`config.mk`:
```
export PLATFORM = sky130hd
export DESIGN_NAME = opha_ctrl
export DESIGN_NICKNAME = d
export VERILOG_FILES = /design/src/rtl/opha_pkg.sv /design/src/rtl/opha_ctrl.sv
export SDC_FILE = /design/constraint.sdc
export NUM_CORES = 1
export LEC_CHECK = 0
export BUFFER_PORTS_ARGS = -buffer_cell sky130_fd_sc_hd__buf_4
export CORE_UTILIZATION = 56
export CTS_CLUSTER_DIAMETER = 40
export DETAILED_ROUTE_END_ITERATION = 10
export PLACE_DENSITY = 0.79
export SLEW_MARGIN = 25
export SYNTH_ARGS = -nofsm -noshare
export SYNTH_HDL_FRONTEND = slang
export SYNTH_SLANG_ARGS = --single-unit
export TNS_END_PERCENT = 100
```
`constraint.sdc`:
```
create_clock -name clk_i -period 2.2 [get_ports clk_i]
set_clock_uncertainty 0.05 [all_clocks]
set_input_delay 0.22 -clock clk_i [delete_from_list [all_inputs] [get_ports clk_i]]
set_output_delay 0.22 -clock clk_i [all_outputs]
set_load 0.03 [all_outputs]
```
`src/rtl/opha_pkg.sv`:
```
// ----------------------------------------------------------------------------
// opha_pkg
// Shared types and codes for the object pool handle allocator.
// ----------------------------------------------------------------------------
package opha_pkg;

  localparam int unsigned ReqW = 3;
  localparam int unsigned HandleW = 10;
  localparam int unsigned StatusW = 2;
  localparam int unsigned CountW = 11;

  localparam logic [ReqW-1:0] REQ_ALLOC = 3'd0;
  localparam logic [ReqW-1:0] REQ_FREE  = 3'd1;
  localparam logic [ReqW-1:0] REQ_CLEAN = 3'd2;
  localparam logic [ReqW-1:0] REQ_FIRST = 3'd3;
  localparam logic [ReqW-1:0] REQ_NEXT  = 3'd4;
  localparam logic [ReqW-1:0] REQ_DEAD  = 3'd5;

  localparam logic [StatusW-1:0] ST_OK    = 2'd0;
  localparam logic [StatusW-1:0] ST_EMPTY = 2'd1;
  localparam logic [StatusW-1:0] ST_DBL   = 2'd2;
  localparam logic [StatusW-1:0] ST_END   = 2'd3;

  typedef enum logic [4:0] {
    OP_NONE,
    OP_INIT,
    OP_LOAD,
    OP_SET_EMPTY,
    OP_ALLOC_RD,
    OP_ALLOC_LINK,
    OP_ALLOC_FIN,
    OP_SET_DBL,
    OP_SET_DEAD,
    OP_DEAD_RD,
    OP_DEAD_CHK,
    OP_CLEAN_RD,
    OP_CLEAN_LINK,
    OP_CLEAN_WR,
    OP_CLEAN_END,
    OP_WALK_HEAD,
    OP_NEXT_RD,
    OP_WALK_NX,
    OP_WALK_RD,
    OP_WALK_STEP,
    OP_WALK_FOUND,
    OP_SET_END,
    OP_OUT
  } dp_op_e;

  typedef struct packed {
    dp_op_e op;
  } dp_cmd_t;

  typedef struct packed {
    logic            init_done;
    logic [ReqW-1:0] req;
    logic            depth_zero;
    logic            h_valid;
    logic            dead_rd;
    logic            p_valid;
    logic            steps_max;
    logic            clean_done;
    logic            out_busy;
  } dp_stat_t;

endpackage

```
`src/rtl/opha_ctrl.sv`:
```
// ----------------------------------------------------------------------------
// opha_ctrl
// Request sequencer: steps the datapath through each request.
// ----------------------------------------------------------------------------
module opha_ctrl (
  input  logic                clk_i,
  input  logic                rst_ni,
  input  logic                in_valid_i,
  output logic                in_ready_o,
  output opha_pkg::dp_cmd_t   cmd_o,
  input  opha_pkg::dp_stat_t  stat_i
);
  import opha_pkg::*;

  typedef enum logic [15:0] {
    S_INIT       = 16'b0000_0000_0000_0001,
    S_IDLE       = 16'b0000_0000_0000_0010,
    S_DECODE     = 16'b0000_0000_0000_0100,
    S_ALLOC_LINK = 16'b0000_0000_0000_1000,
    S_ALLOC_FIN  = 16'b0000_0000_0001_0000,
    S_DEAD_CHK   = 16'b0000_0000_0010_0000,
    S_CLEAN_CHK  = 16'b0000_0000_0100_0000,
    S_CLEAN_LINK = 16'b0000_0000_1000_0000,
    S_CLEAN_WR   = 16'b0000_0001_0000_0000,
    S_WALK_NX    = 16'b0000_0010_0000_0000,
    S_WALK_CHK   = 16'b0000_0100_0000_0000,
    S_WALK_EVAL  = 16'b0000_1000_0000_0000,
    S_DONE       = 16'b0001_0000_0000_0000
  } state_e;

  state_e state_q, state_d;

  always_comb begin
    state_d = state_q;
    cmd_o.op = OP_NONE;
    in_ready_o = 1'b0;
    unique case (state_q)
      S_INIT: begin
        cmd_o.op = OP_INIT;
        if (stat_i.init_done) state_d = S_IDLE;
      end
      S_IDLE: begin
        in_ready_o = 1'b1;
        if (in_valid_i) begin
          cmd_o.op = OP_LOAD;
          state_d = S_DECODE;
        end
      end
      S_DECODE: begin
        unique case (stat_i.req) inside
          REQ_ALLOC: begin
            if (stat_i.depth_zero) begin
              cmd_o.op = OP_SET_EMPTY;
              state_d = S_DONE;
            end else begin
              cmd_o.op = OP_ALLOC_RD;
              state_d = S_ALLOC_LINK;
            end
          end
          REQ_FREE, REQ_DEAD: begin
            if (!stat_i.h_valid) begin
              cmd_o.op = (stat_i.req == REQ_FREE) ? OP_SET_DBL : OP_SET_DEAD;
              state_d = S_DONE;
            end else begin
              cmd_o.op = OP_DEAD_RD;
              state_d = S_DEAD_CHK;
            end
          end
          REQ_CLEAN: state_d = S_CLEAN_CHK;
          REQ_FIRST: begin
            cmd_o.op = OP_WALK_HEAD;
            state_d = S_WALK_CHK;
          end
          REQ_NEXT: begin
            if (!stat_i.h_valid) begin
              cmd_o.op = OP_SET_END;
              state_d = S_DONE;
            end else begin
              cmd_o.op = OP_NEXT_RD;
              state_d = S_WALK_NX;
            end
          end
          default: state_d = S_DONE;
        endcase
      end
      S_ALLOC_LINK: begin
        cmd_o.op = OP_ALLOC_LINK;
        state_d = S_ALLOC_FIN;
      end
      S_ALLOC_FIN: begin
        cmd_o.op = OP_ALLOC_FIN;
        state_d = S_DONE;
      end
      S_DEAD_CHK: begin
        cmd_o.op = OP_DEAD_CHK;
        state_d = S_DONE;
      end
      S_CLEAN_CHK: begin
        if (stat_i.clean_done) begin
          cmd_o.op = OP_CLEAN_END;
          state_d = S_DONE;
        end else begin
          cmd_o.op = OP_CLEAN_RD;
          state_d = S_CLEAN_LINK;
        end
      end
      S_CLEAN_LINK: begin
        cmd_o.op = OP_CLEAN_LINK;
        state_d = S_CLEAN_WR;
      end
      S_CLEAN_WR: begin
        cmd_o.op = OP_CLEAN_WR;
        state_d = S_CLEAN_CHK;
      end
      S_WALK_NX: begin
        cmd_o.op = OP_WALK_NX;
        state_d = S_WALK_CHK;
      end
      S_WALK_CHK: begin
        if (!stat_i.p_valid) begin
          cmd_o.op = OP_SET_END;
          state_d = S_DONE;
        end else begin
          cmd_o.op = OP_WALK_RD;
          state_d = S_WALK_EVAL;
        end
      end
      S_WALK_EVAL: begin
        if (!stat_i.dead_rd) begin
          cmd_o.op = OP_WALK_FOUND;
          state_d = S_DONE;
        end else if (stat_i.steps_max) begin
          cmd_o.op = OP_SET_END;
          state_d = S_DONE;
        end else begin
          cmd_o.op = OP_WALK_STEP;
          state_d = S_WALK_CHK;
        end
      end
      S_DONE: begin
        // hold until the output register is free
        if (!stat_i.out_busy) begin
          cmd_o.op = OP_OUT;
          state_d = S_IDLE;
        end
      end
      default: state_d = S_INIT;
    endcase
  end

  always_ff @(posedge clk_i or negedge rst_ni) begin
    if (!rst_ni) begin
      state_q <= S_INIT;
    end else begin
      state_q <= state_d;
    end
  end

endmodule

```
Word level (Yosys, flattened, before mapping)

Cells that the tools add are included.

Flip-flop bits (word level): 16
Output and inout bits: 6

Equality and inequality tests: 21
Multiplexer cells: 25
Reduce and logical (&&, ||, !) cells: 4

Operators with widths:

| kind                 | number |
|---|---|
| $pmux 16 s12         | 1 |
| $mux 13              | 7 |
| $pmux 16 s5          | 1 |
| $pmux 5 s13          | 1 |
| $mux 16              | 3 |
| $pmux 5 s4           | 1 |
| $mux 3               | 6 |
| $eq 16x1->1 const B  | 1 |
| $eq 16x10->1 const B | 1 |
| $eq 16x11->1 const B | 1 |
| $eq 16x12->1 const B | 1 |
| $eq 16x13->1 const B | 1 |
| $eq 16x2->1 const B  | 1 |
| $eq 16x3->1 const B  | 1 |
| $eq 16x4->1 const B  | 1 |
| $eq 16x5->1 const B  | 1 |
| $eq 16x6->1 const B  | 1 |
| $eq 16x7->1 const B  | 1 |
| $eq 16x8->1 const B  | 1 |
| $eq 16x9->1 const B  | 1 |
| $mux 4               | 2 |
| $eq 3x2->1 const B   | 2 |
| $eq 3x3->1 const B   | 2 |
| $ne 2x2->1 const B   | 3 |
| other kinds (7)      | 8 |

Depth between registers and ports, before layout

Gate-level depths: netlist of run 1.

Word-level depth: 5
Gate-level depth with buffers: 7
Gate-level depth less buffers: 5

Worst setup path after synthesis of run 1

Ideal clock, no wire load.

Kind: reg-to-output
From: register state_q[3]
To: output port cmd_o[0] (netlist bit)
Arrival time: 2.096 ns
Setup slack: -0.166 ns
Stages on the path, launching flop included: 5
Path buffers: 1
Cell sequence: dfrtp_1 buf_6 or4_4 or4b_4 o221ai_1

RTL lines:

| what                     | RTL line         | source |
|---|---|---|
| start: declaration       | opha_ctrl.sv:31  | `state_e state_q, state_d;` |
| start signal: assignment | opha_ctrl.sv:155 | `state_q <= state_d;` |
| end: declaration         | opha_ctrl.sv:10  | `output opha_pkg::dp_cmd_t cmd_o,` |

==> results of run 1 <==
-- metrics by stage --
step                      instances  utilization
after CTS                       220        0.815
after global placement          212        0.763
final                           220        0.823
after detailed placement        212        0.763
after global routing            220        0.823
after floorplan                 156            -
-- per-layer routing --
| metal | track usage | vias up |
|---|---|---|
| li1 | - | 654 |
| met1 | 0.467 | 638 |
| met2 | 0.596 | 74 |
| met3 | 0.0597 | 17 |
| met4 | 0.176 | 0 |
| met5 | 0 | - |
-- where the power goes --
| part | leakage, nW | total, mW | internal, mW | switching (mW) |
|---|---|---|---|---|
| Clock | 0.0150 | 0.165 | 0.0706 | 0.0947 |
| Sequential | 0.175 | 0.310 | 0.270 | 0.0397 |
| Combinational | 0.555 | 0.655 | 0.315 | 0.340 |
| Total | 0.745 | 1.13 | 0.656 | 0.475 |
-- path summary, 6_finish.rpt --
| check | from | end | depth (start not counted) |
|---|---|---|---|
| max | state_q[2] | cmd_o[2] | 5 |
| min | stat_i[1] | state_q[7] | 2 |
| max reg2reg | state_q[2] | state_q[12] | 4 |
| min reg2reg | state_q[6] | state_q[8] | 2 |
| max in group asynchronous | rst_ni | state_q[0] | 2 |
| min in group asynchronous | rst_ni | state_q[7] | 2 |
-- worst max-delay path: stages (launching register included) --
cell	delay, ns
sky130_fd_sc_hd__dfrtp_1	0.41
sky130_fd_sc_hd__or4_4	0.54
sky130_fd_sc_hd__or4b_4	0.54
sky130_fd_sc_hd__a2bb2oi_2	0.16
sky130_fd_sc_hd__nand4_1	0.11
sky130_fd_sc_hd__buf_6	0.14
-- what timing repair did --
item / 4_1_cts / 5_1_grt
endpoints found under the hold margin: 13 / 0
setup endpoints to repair: 5 / 5
resized for setup: 13 / 3
pin swaps: 2 / 4
hold buffers: 1 / 0
buffers inserted: 3 / 0
-- layout make-up --
type                    count  area [um2]  area share
multi-input cells         123         842       0.517
flip-flops and latches     13         328       0.201
well taps                  27        33.8      0.0207
repair buffers             48         382       0.234
clock buffers               4        26.3      0.0161
inverters                   5        18.8      0.0115
-- cells by family after synthesis --
kind of cell / Yosys count / share of synthesized area
muxes: 3 / 0.0260
buffers and inverters: 20 / 0.0769
and+or+nand+nor: 79 / 0.383
xor gates and xnor gates: 5 / 0.0364
DFF: 13 / 0.271
AOI/OAI and AO/OA: 36 / 0.207
-- layout by cell type, fill, tap and decap left out, types with 2 or more instances in the layout --
cell type                  count
sky130_fd_sc_hd__buf_4        42
sky130_fd_sc_hd__nor2_1       15
sky130_fd_sc_hd__nand2_1      14
sky130_fd_sc_hd__dfrtp_1      11
sky130_fd_sc_hd__o21ai_0       9
sky130_fd_sc_hd__nand3_1       9
sky130_fd_sc_hd__nor3_1        5
sky130_fd_sc_hd__inv_1         5
sky130_fd_sc_hd__buf_6         5
sky130_fd_sc_hd__nand3b_1      4
sky130_fd_sc_hd__xor2_1        4
sky130_fd_sc_hd__a21oi_1       4
sky130_fd_sc_hd__nand2b_1      4
sky130_fd_sc_hd__o22ai_1       3
sky130_fd_sc_hd__a211o_1       3
sky130_fd_sc_hd__clkbuf_4      3
sky130_fd_sc_hd__nor3b_1       2
sky130_fd_sc_hd__o31ai_1       2
sky130_fd_sc_hd__or4b_4        2
sky130_fd_sc_hd__or3_1         2
sky130_fd_sc_hd__nor4_1        2
sky130_fd_sc_hd__mux2i_1       2
sky130_fd_sc_hd__nand4_1       2
==> impl_metrics.csv, run 1 <==
group,metric,value,unit
status,run_status,"finished, violations left",
status,violations_in_the_final_reports,"negative setup slack",
yosys,asyncSetResetFlopFracSynth,1.00,
final_layout,layout.nets,208,
timing,finalHoldViolCount,0,
power,power_density_relative_to_cell_area,693,mW/mm2
final_layout,top_register,"state_q",
route,met3WireLength,293,um
yosys,synth-seq-area-share,0.271,
global_route,globalRouteOverflowTotal,0,
final_layout,fillers,131,
timing,finalHoldWorstSlack,0.0493,ns
place,port-buffer-count,19,
timing,drv_slew,0,
route,dr_total_vias,1383,
final_layout,insertedDiodeCount,0,
timing,worst_pin_slew,0.413,ns
global_route,globalRouteTotalUtil,0.364,
timing,setup_viol_count_final,5,
route,met2_length,1840,um
yosys,number_of_standard_cells_after_synthesis,156,
worst_setup_path,start_kind,"flip-flop",
yosys,synth_top_area_share,0.249,
global_route,grt_start_max_net_pins,14,
cts,worst_path_clk_slew,0.09,ns
final_layout,share_of_layout_cells_above_drive_strength_1,0.358,
power,final_total_pwr,1.13,mW
worst_setup_path,critical_path.endpoint_type,"primary output",
route,wl_per_cell,17.5,um
route,finalWirelength,3850,um
global_route,grt_antenna_before_repair,0,
route,wl_met1,1570,um
timing,finalWorstSetupSlack,-0.261,ns
timing,max_freq,406,MHz
place,placed_cell_area,0.00151,mm2
cts,cts.sink_count,13,
worst_setup_path,timing.setup.critical_path_class,"reg2out",
die,top_level_ports,20,
route,dr.max_layer_used,"met4",
die,floorplan.die.height,48.4,um
min_path,hold_class,"in2reg",
timing,setup_total_negative_slack,-1.02,ns
timing,rsz_0062_raised_after_global_routing,"yes",
route,drc,0,
yosys,synthMostInstantiatedCell,"sky130_fd_sc_hd__nor2_1",
yosys,syn-mean-instance-area,7.72,um2
route,via_per_inst,6.29,
die,floorplan.die.width,48.4,um
final_layout,largest_registers,"state_q: 13 flops",
run,timing.max_cap.violations,0,
cts,clock_insertion_delay_worst_skew,0.29,ns
worst_setup_path,r2r_setup_slack,0.28,ns
die,floorplan.rows,16,
timing,maxSlewHeadroom,0.721,
cts,cts_max_path_buffers,2,
timing,min_period_over_period,1.12,
die,core,0.00198,mm2
cts,cts_tree,"yes",
die,start_util,0.607,
yosys,synthDominantAreaCellType,"sky130_fd_sc_hd__dfrtp_1",
cts,htreeDepth,1,
final_layout,synthToLayoutAreaGrowth,35.4,%
place,place_ws,0.0364,ns
route,detailedRoute.firstIterationViolations,77,
yosys,synth_enable_flop_cells,0,
final_layout,finish.instance_area,0.00163,mm2
yosys,postSynthRegisterBits,13,
route,postRouteAntennaNets,0,
power,peakVddDrop,0.520,mV
cts,clock-root-buffer,"sky130_fd_sc_hd__clkbuf_4",
yosys,yosysWarningCount,0,
place,detailedPlacementHpwl,2880,um
cts,number_of_buffers_added_by_the_clock_tree_synthesis_step,3,
yosys,synthesis.nets,170,
power,power_leakage,0.745,nW
route,drt-pass1-iter-count,4,
worst_setup_path,arrival,2.19,ns
timing,final_critical_path_required_period,2.46,ns
global_route,vias_in_the_first_global_route,1351,
final_layout,largest_register_ff_count,13,
yosys,syn_area,0.00120,mm2
yosys,yosys-top-cells-area,"sky130_fd_sc_hd__dfrtp_1, sky130_fd_sc_hd__nor2_1, sky130_fd_sc_hd__nand2_1",
yosys,unique_masters_post_synth,52,
yosys,synth_commonest_cells,"sky130_fd_sc_hd__nor2_1, sky130_fd_sc_hd__nand2_1, sky130_fd_sc_hd__dfrtp_1",
global_route,first_pass_grt_wire_length,6530,um
place,place.gp.congestion,1.02,
die,area_enclosed_by_the_die_boundary,0.00234,mm2
yosys,dominantRegCellSynth,"sky130_fd_sc_hd__dfrtp_1",
worst_setup_path,crit_fanout,3,
worst_setup_path,required,1.93,ns
No activity file was read; power rests on OpenSTA's default activity.
==> run 2, diff against run 1 <==
- REMOVE_ABC_BUFFERS: unset -> 1
==> run 2 against run 1 <==
Power decreased by 6.0%. Sequential cell count is the same. Global-route usage fell by 1.7 points. Sequential power is 4% lower. Combinational power shrank 8.1%. Final cell count fell by 2.3%. Worst hold slack better by 0.0059 ns. Clock power about the same. Worst setup slack got worse by 0.045 ns. First-iteration DRC count down 9.1%. The run still ends with negative setup slack left. Utilization down 4.2 points. Via count about the same.
==> impl_metrics.csv, run 2 (same netlist as run 1, synthesis figures left out) <==
group,metric,value,unit
route,wl_per_cell,17.1,um
final_layout,mostFrequentLayoutCell,"sky130_fd_sc_hd__buf_4",
timing,drv_slew,0,
run,timing.max_cap.violations,0,
place,detailedPlacementHpwl,2630,um
power,power_leakage,0.711,nW
worst_setup_path,critical_path.slowest_cell,"sky130_fd_sc_hd__or4_4",
global_route,globalRouteTotalUtil,0.347,
worst_setup_path,critPathMaxStageDelay,0.55,ns
die,floorplan.die.width,48.4,um
route,via_per_inst,6.44,
cts,cts_max_path_buffers,2,
cts,worst_path_clk_slew,0.10,ns
place,placed_cell_area,0.00146,mm2
route,dr_total_vias,1384,
place,port-buffer-count,19,
worst_setup_path,crit_fanout,3,
power,peakVddDrop,0.595,mV
die,floorplan.die.height,48.4,um
timing,min_period_over_period,1.14,
timing,setup_viol_count_final,5,
timing,max_freq,399,MHz
timing,final_critical_path_required_period,2.51,ns
timing,worst_pin_slew,0.377,ns
min_path,hold_class,"in2reg",
final_layout,fillers,155,
final_layout,post_layout_nonfiller_instances,215,
final_layout,final_cell_mix,"sky130_fd_sc_hd__buf_4, sky130_fd_sc_hd__nor2_1, sky130_fd_sc_hd__nand2_1",
worst_setup_path,required,1.93,ns
global_route,globalRouteOverflowTotal,0,
final_layout,layout.nets,203,
cts,clock_insertion_delay_worst_skew,0.29,ns
place,place.gp.congestion,1.01,
global_route,first_pass_grt_wire_length,6280,um
worst_setup_path,arrival,2.24,ns
die,core,0.00198,mm2
route,detailedRoute.firstIterationViolations,70,
worst_setup_path,timing.setup.critical_path_class,"reg2out",
status,run_status,"finished, violations left",
timing,maxSlewHeadroom,0.748,
final_layout,insertedDiodeCount,0,
final_layout,largest_registers,"state_q: 13 flops",
route,finalWirelength,3680,um
die,top_level_ports,20,
final_layout,synthToLayoutAreaGrowth,28.5,%
power,power_density_relative_to_cell_area,687,mW/mm2
die,start_util,0.607,
route,drc,0,
global_route,vias_in_the_first_global_route,1355,
final_layout,final-seq-area,327,um2
worst_setup_path,path_cells,"or4_4 -> or4b_4 -> a2bb2oi_2 -> nand4_1 -> buf_6",
die,floorplan.rows,16,
global_route,grt_antenna_before_repair,0,
worst_setup_path,start_kind,"flip-flop",
timing,setup_total_negative_slack,-1.14,ns
status,violations_in_the_final_reports,"negative setup slack",
final_layout,share_of_layout_cells_above_drive_strength_1,0.298,
place,place.detailed.instances,207,
global_route,grt_start_max_net_pins,14,
timing,finalWorstSetupSlack,-0.306,ns
route,drt-pass1-iter-count,5,
worst_setup_path,worstPathBufferInverterCount,1,
timing,finalHoldViolCount,0,
final_layout,area_of_combinational_cells_with_multiple_inputs,805,um2
die,area_enclosed_by_the_die_boundary,0.00234,mm2
route,postRouteAntennaNets,0,
final_layout,largest_register_ff_count,13,
cts,clock-root-buffer,"sky130_fd_sc_hd__clkbuf_4",
final_layout,top_register,"state_q",
cts,number_of_buffers_added_by_the_clock_tree_synthesis_step,3,
timing,rsz_0062_raised_after_global_routing,"yes",
worst_setup_path,critical_path.endpoint_type,"primary output",
cts,htreeDepth,1,
worst_setup_path,path_delay_family,"simple AND/OR/NAND/NOR gates",
cts,cts.sink_count,13,
cts,cts_tree,"yes",
place,place_ws,0.0431,ns
final_layout,finish.instance_area,0.00155,mm2
power,final_total_pwr,1.06,mW
-- run 2: area by class of cell --
class                   instances  share of cell area
inverters                       5              0.0121
multi-input cells             123               0.520
flip-flops and latches         13               0.211
clock buffers                   4              0.0170
repair buffers                 43               0.218
well taps                      27              0.0218
-- run 2: through the flow --
| stage | utilization | hold slack [ns] |
|---|---|---|
| floorplan | - | -0.126 |
| global placement | 0.735 | 0.0289 |
| detailed placement | 0.735 | 0.0332 |
| CTS | 0.765 | 0.0569 |
| global route | 0.780 | 0.0457 |
| finish | 0.780 | 0.0553 |
-- run 2: final timing paths --
check,start,to,slack (ns),cells after the start
max in group asynchronous,rst_ni,state_q[0],1.59,2
min in group asynchronous,rst_ni,state_q[8],0.27,2
min reg2reg,state_q[6],state_q[8],0.61,2
max reg2reg,state_q[3],state_q[12],0.25,4
min,stat_i[1],state_q[7],0.06,2
max,state_q[3],cmd_o[2],-0.31,5
-- run 2: worst reg2reg max path, cell delays in order (launching register included) --
cell and delay (ns):
sky130_fd_sc_hd__dfrtp_1 0.40, sky130_fd_sc_hd__or4_4 0.55, sky130_fd_sc_hd__or4b_4 0.56, sky130_fd_sc_hd__a2bb2oi_2 0.17, sky130_fd_sc_hd__o211ai_1 0.11
-- run 2: timing repair --
action                     in CTS  in global routing
hold endpoints to repair       13                  0
resized for setup               3                  4
gates cloned                    0                  0
hold buffers                    1                  0
setup endpoints to repair       5                  5
buffers inserted                2                  1
pin swaps                       1                  0
-- run 2: layer usage --
| metal | routed length, um | GRT usage |
|---|---|---|
| met5 | 0 | 0 |
| met4 | 52 | 0.123 |
| met3 | 306 | 0.0472 |
| met2 | 1770 | 0.566 |
| met1 | 1550 | 0.474 |
-- run 2: power breakdown --
group          internal [mW]  total [mW]  leakage [nW]  switching, mW
Clock                 0.0706       0.162        0.0150         0.0915
Combinational          0.273       0.602         0.520          0.329
Sequential             0.270       0.298         0.177         0.0287
==> run 3, diff against run 2 <==
- CORE_UTILIZATION: 56 -> 44
- PLACE_DENSITY: 0.79 -> unset
==> run 3 against run 2 <==
Non-clock buffer count grew 3. Fmax grew 2.5%. Sequential share of layout area decreased by 1.1 points. Via count decreased by 2.7%. Sequential cell count did not move. Highest routed layer unchanged. The flow still finishes with violations (negative setup slack). Clock-buffer cell count unchanged. Design area increased by 5.5%. First-iteration DRC count is 37% lower.
==> impl_metrics.csv, run 3 (same netlist as run 1, synthesis figures left out) <==
group,metric,value,unit
final_layout,largest_register_ff_count,13,
worst_setup_path,arrival,2.17,ns
worst_setup_path,timing.setup.critical_path_class,"reg2out",
status,violations_in_the_final_reports,"negative setup slack",
die,top_level_ports,20,
route,drc,0,
min_path,timing.hold.worst_endpoint,"state_q[7]",
final_layout,finish.instance_area,0.00163,mm2
final_layout,final_util,0.647,
timing,min_period_over_period,1.11,
route,detailedRoute.firstIterationViolations,44,
power,p_clk_frac,0.144,
timing,finalWorstSetupSlack,-0.244,ns
cts,cts.sink_count,13,
die,area_enclosed_by_the_die_boundary,0.00295,mm2
place,port-buffer-count,19,
cts,number_of_buffers_added_by_the_clock_tree_synthesis_step,3,
final_layout,largest_registers,"state_q: 13 flops",
global_route,vias_in_the_first_global_route,1236,
power,p_sw_frac,0.418,
worst_setup_path,critical_path.endpoint_type,"primary output",
power,sequential_cell_fraction_of_total_power,0.281,
global_route,globalRouteOverflowTotal,0,
cts,clock_insertion_delay_worst_skew,0.28,ns
worst_setup_path,start_kind,"flip-flop",
place,place_ws,0.0572,ns
place,place.gp.congestion,1.01,
power,peakVddDrop,0.610,mV
timing,max_freq,409,MHz
power,p_comb_frac,0.575,
route,via_per_inst,6.10,
timing,rsz_0062_raised_after_global_routing,"yes",
worst_setup_path,reg2regPathDepth,7,
power,netSwitchingPower,0.443,mW
final_layout,insertedDiodeCount,0,
route,finalWirelength,3690,um
final_layout,final_cell_mix,"sky130_fd_sc_hd__buf_4, sky130_fd_sc_hd__nor2_1, sky130_fd_sc_hd__nand2_1",
final_layout,mostFrequentLayoutCell,"sky130_fd_sc_hd__buf_4",
timing,maxSlewHeadroom,0.737,
timing,final_critical_path_required_period,2.44,ns
route,dr_total_vias,1347,
final_layout,layout.nets,206,
cts,worst_path_clk_slew,0.08,ns
worst_setup_path,regToRegEndpoint,"state_q[10]",
global_route,grt_start_max_net_pins,14,
timing,setup_viol_count_final,5,
final_layout,top_register,"state_q",
die,floorplan.rows,18,
timing,drv_slew,0,
power,final_total_pwr,1.06,mW
min_path,min_delay_path_depth,2,
final_layout,fillers,241,
cts,clock-root-buffer,"sky130_fd_sc_hd__clkbuf_4",
die,floorplan.die.height,54.3,um
final_layout,synthToLayoutAreaGrowth,35.6,%
min_path,hp-start,"stat_i[1]",
worst_setup_path,worstSetupStartpoint,"state_q[3]",
worst_setup_path,crit_fanout,3,
power,power_density_relative_to_cell_area,649,mW/mm2
cts,htreeDepth,1,
worst_setup_path,required,1.93,ns
worst_setup_path,r2r_setup_slack,0.30,ns
worst_setup_path,rr_startpoint,"state_q[5]",
timing,finalHoldViolCount,0,
die,floorplan.die.width,54.3,um
cts,cts_tree,"yes",
run,timing.max_cap.violations,0,
final_layout,share_of_layout_cells_above_drive_strength_1,0.356,
power,power_leakage,0.747,nW
place,detailedPlacementHpwl,2750,um
route,postRouteAntennaNets,0,
route,drt-pass1-iter-count,4,
place,placed_cell_area,0.00148,mm2
die,start_util,0.477,
die,core,0.00252,mm2
status,run_status,"finished, violations left",
global_route,grt_antenna_before_repair,0,
timing,worst_pin_slew,0.389,ns
min_path,hold_class,"in2reg",
global_route,globalRouteTotalUtil,0.286,
global_route,first_pass_grt_wire_length,5880,um
route,wl_per_cell,16.7,um
cts,cts_max_path_buffers,2,
power,power.internal,0.616,mW
==> run 3: cell types whose count changed in the layout (fill, tap and decap cells not counted), sizes merged <==
cell / change
buf: +3
==> run 3: cell type report <==
cell class                 count  area (um2)  share of cell area
tap                           30        37.5              0.0230
sequential                    13         327               0.200
multi-input combinational    123         856               0.525
inverter                       5        18.8              0.0115
timing repair buffer          46         367               0.225
clock buffer                   4        26.3              0.0161
==> run 3: routing by layer <==
metal  GRT usage  vias to the layer above  part of all wire
li1            -                      649                 -
met1       0.371                      645              0.43
met2       0.472                       44              0.49
met3      0.0472                        9             0.060
met4       0.107                        0             0.015
met5           0                        -                 0
==> run 3: repair_timing <==
| action | CTS | global route |
|---|---|---|
| cloned | 0 | 0 |
| hold buffers | 1 | 0 |
| gates resized for setup | 9 | 12 |
| pin swaps | 1 | 0 |
| endpoints found under the hold margin | 13 | 0 |
| endpoints found under the setup margin | 5 | 6 |
| setup buffers | 1 | 2 |
==> run 3: worst max path at each step <==
stage / to / slack [ns] / cells after the start
floorplan: cmd_o[0] / -0.15 / 3
global placement: cmd_o[0] / 0.06 / 4
detailed placement: cmd_o[3] / 0.06 / 7
CTS: cmd_o[2] / -0.24 / 5
global route: cmd_o[2] / -0.29 / 5
finish: cmd_o[2] / -0.24 / 5
==> run 3: power groups by stage <==
stage	registers, mW	logic, mW	clock network, mW
finish	0.297	0.609	0.152
global route	0.297	0.660	0.167
CTS	0.295	0.574	0.158
detailed placement	0.309	0.528	0
global placement	0.307	0.527	0
floorplan	0.317	0.296	0
==> run 3: stage by stage <==
step,hold WS [ns],std cells,setup TNS (ns)
3_3_place_gp,0.0276,213,0
6_report,0.0740,221,-0.861
2_1_floorplan,-0.126,141,-0.195
3_5_place_dp,0.0284,213,0
5_1_grt,0.0603,221,-1.18
4_1_cts,0.0596,219,-0.751
==> run 3: worst max-delay path, cell delays in order, from the launching register on <==
cell and delay [ns]:
sky130_fd_sc_hd__dfrtp_1 0.38, sky130_fd_sc_hd__or4_4 0.54, sky130_fd_sc_hd__or4b_4 0.54, sky130_fd_sc_hd__a2bb2oi_1 0.16
sky130_fd_sc_hd__nand4_1 0.12, sky130_fd_sc_hd__buf_6 0.14
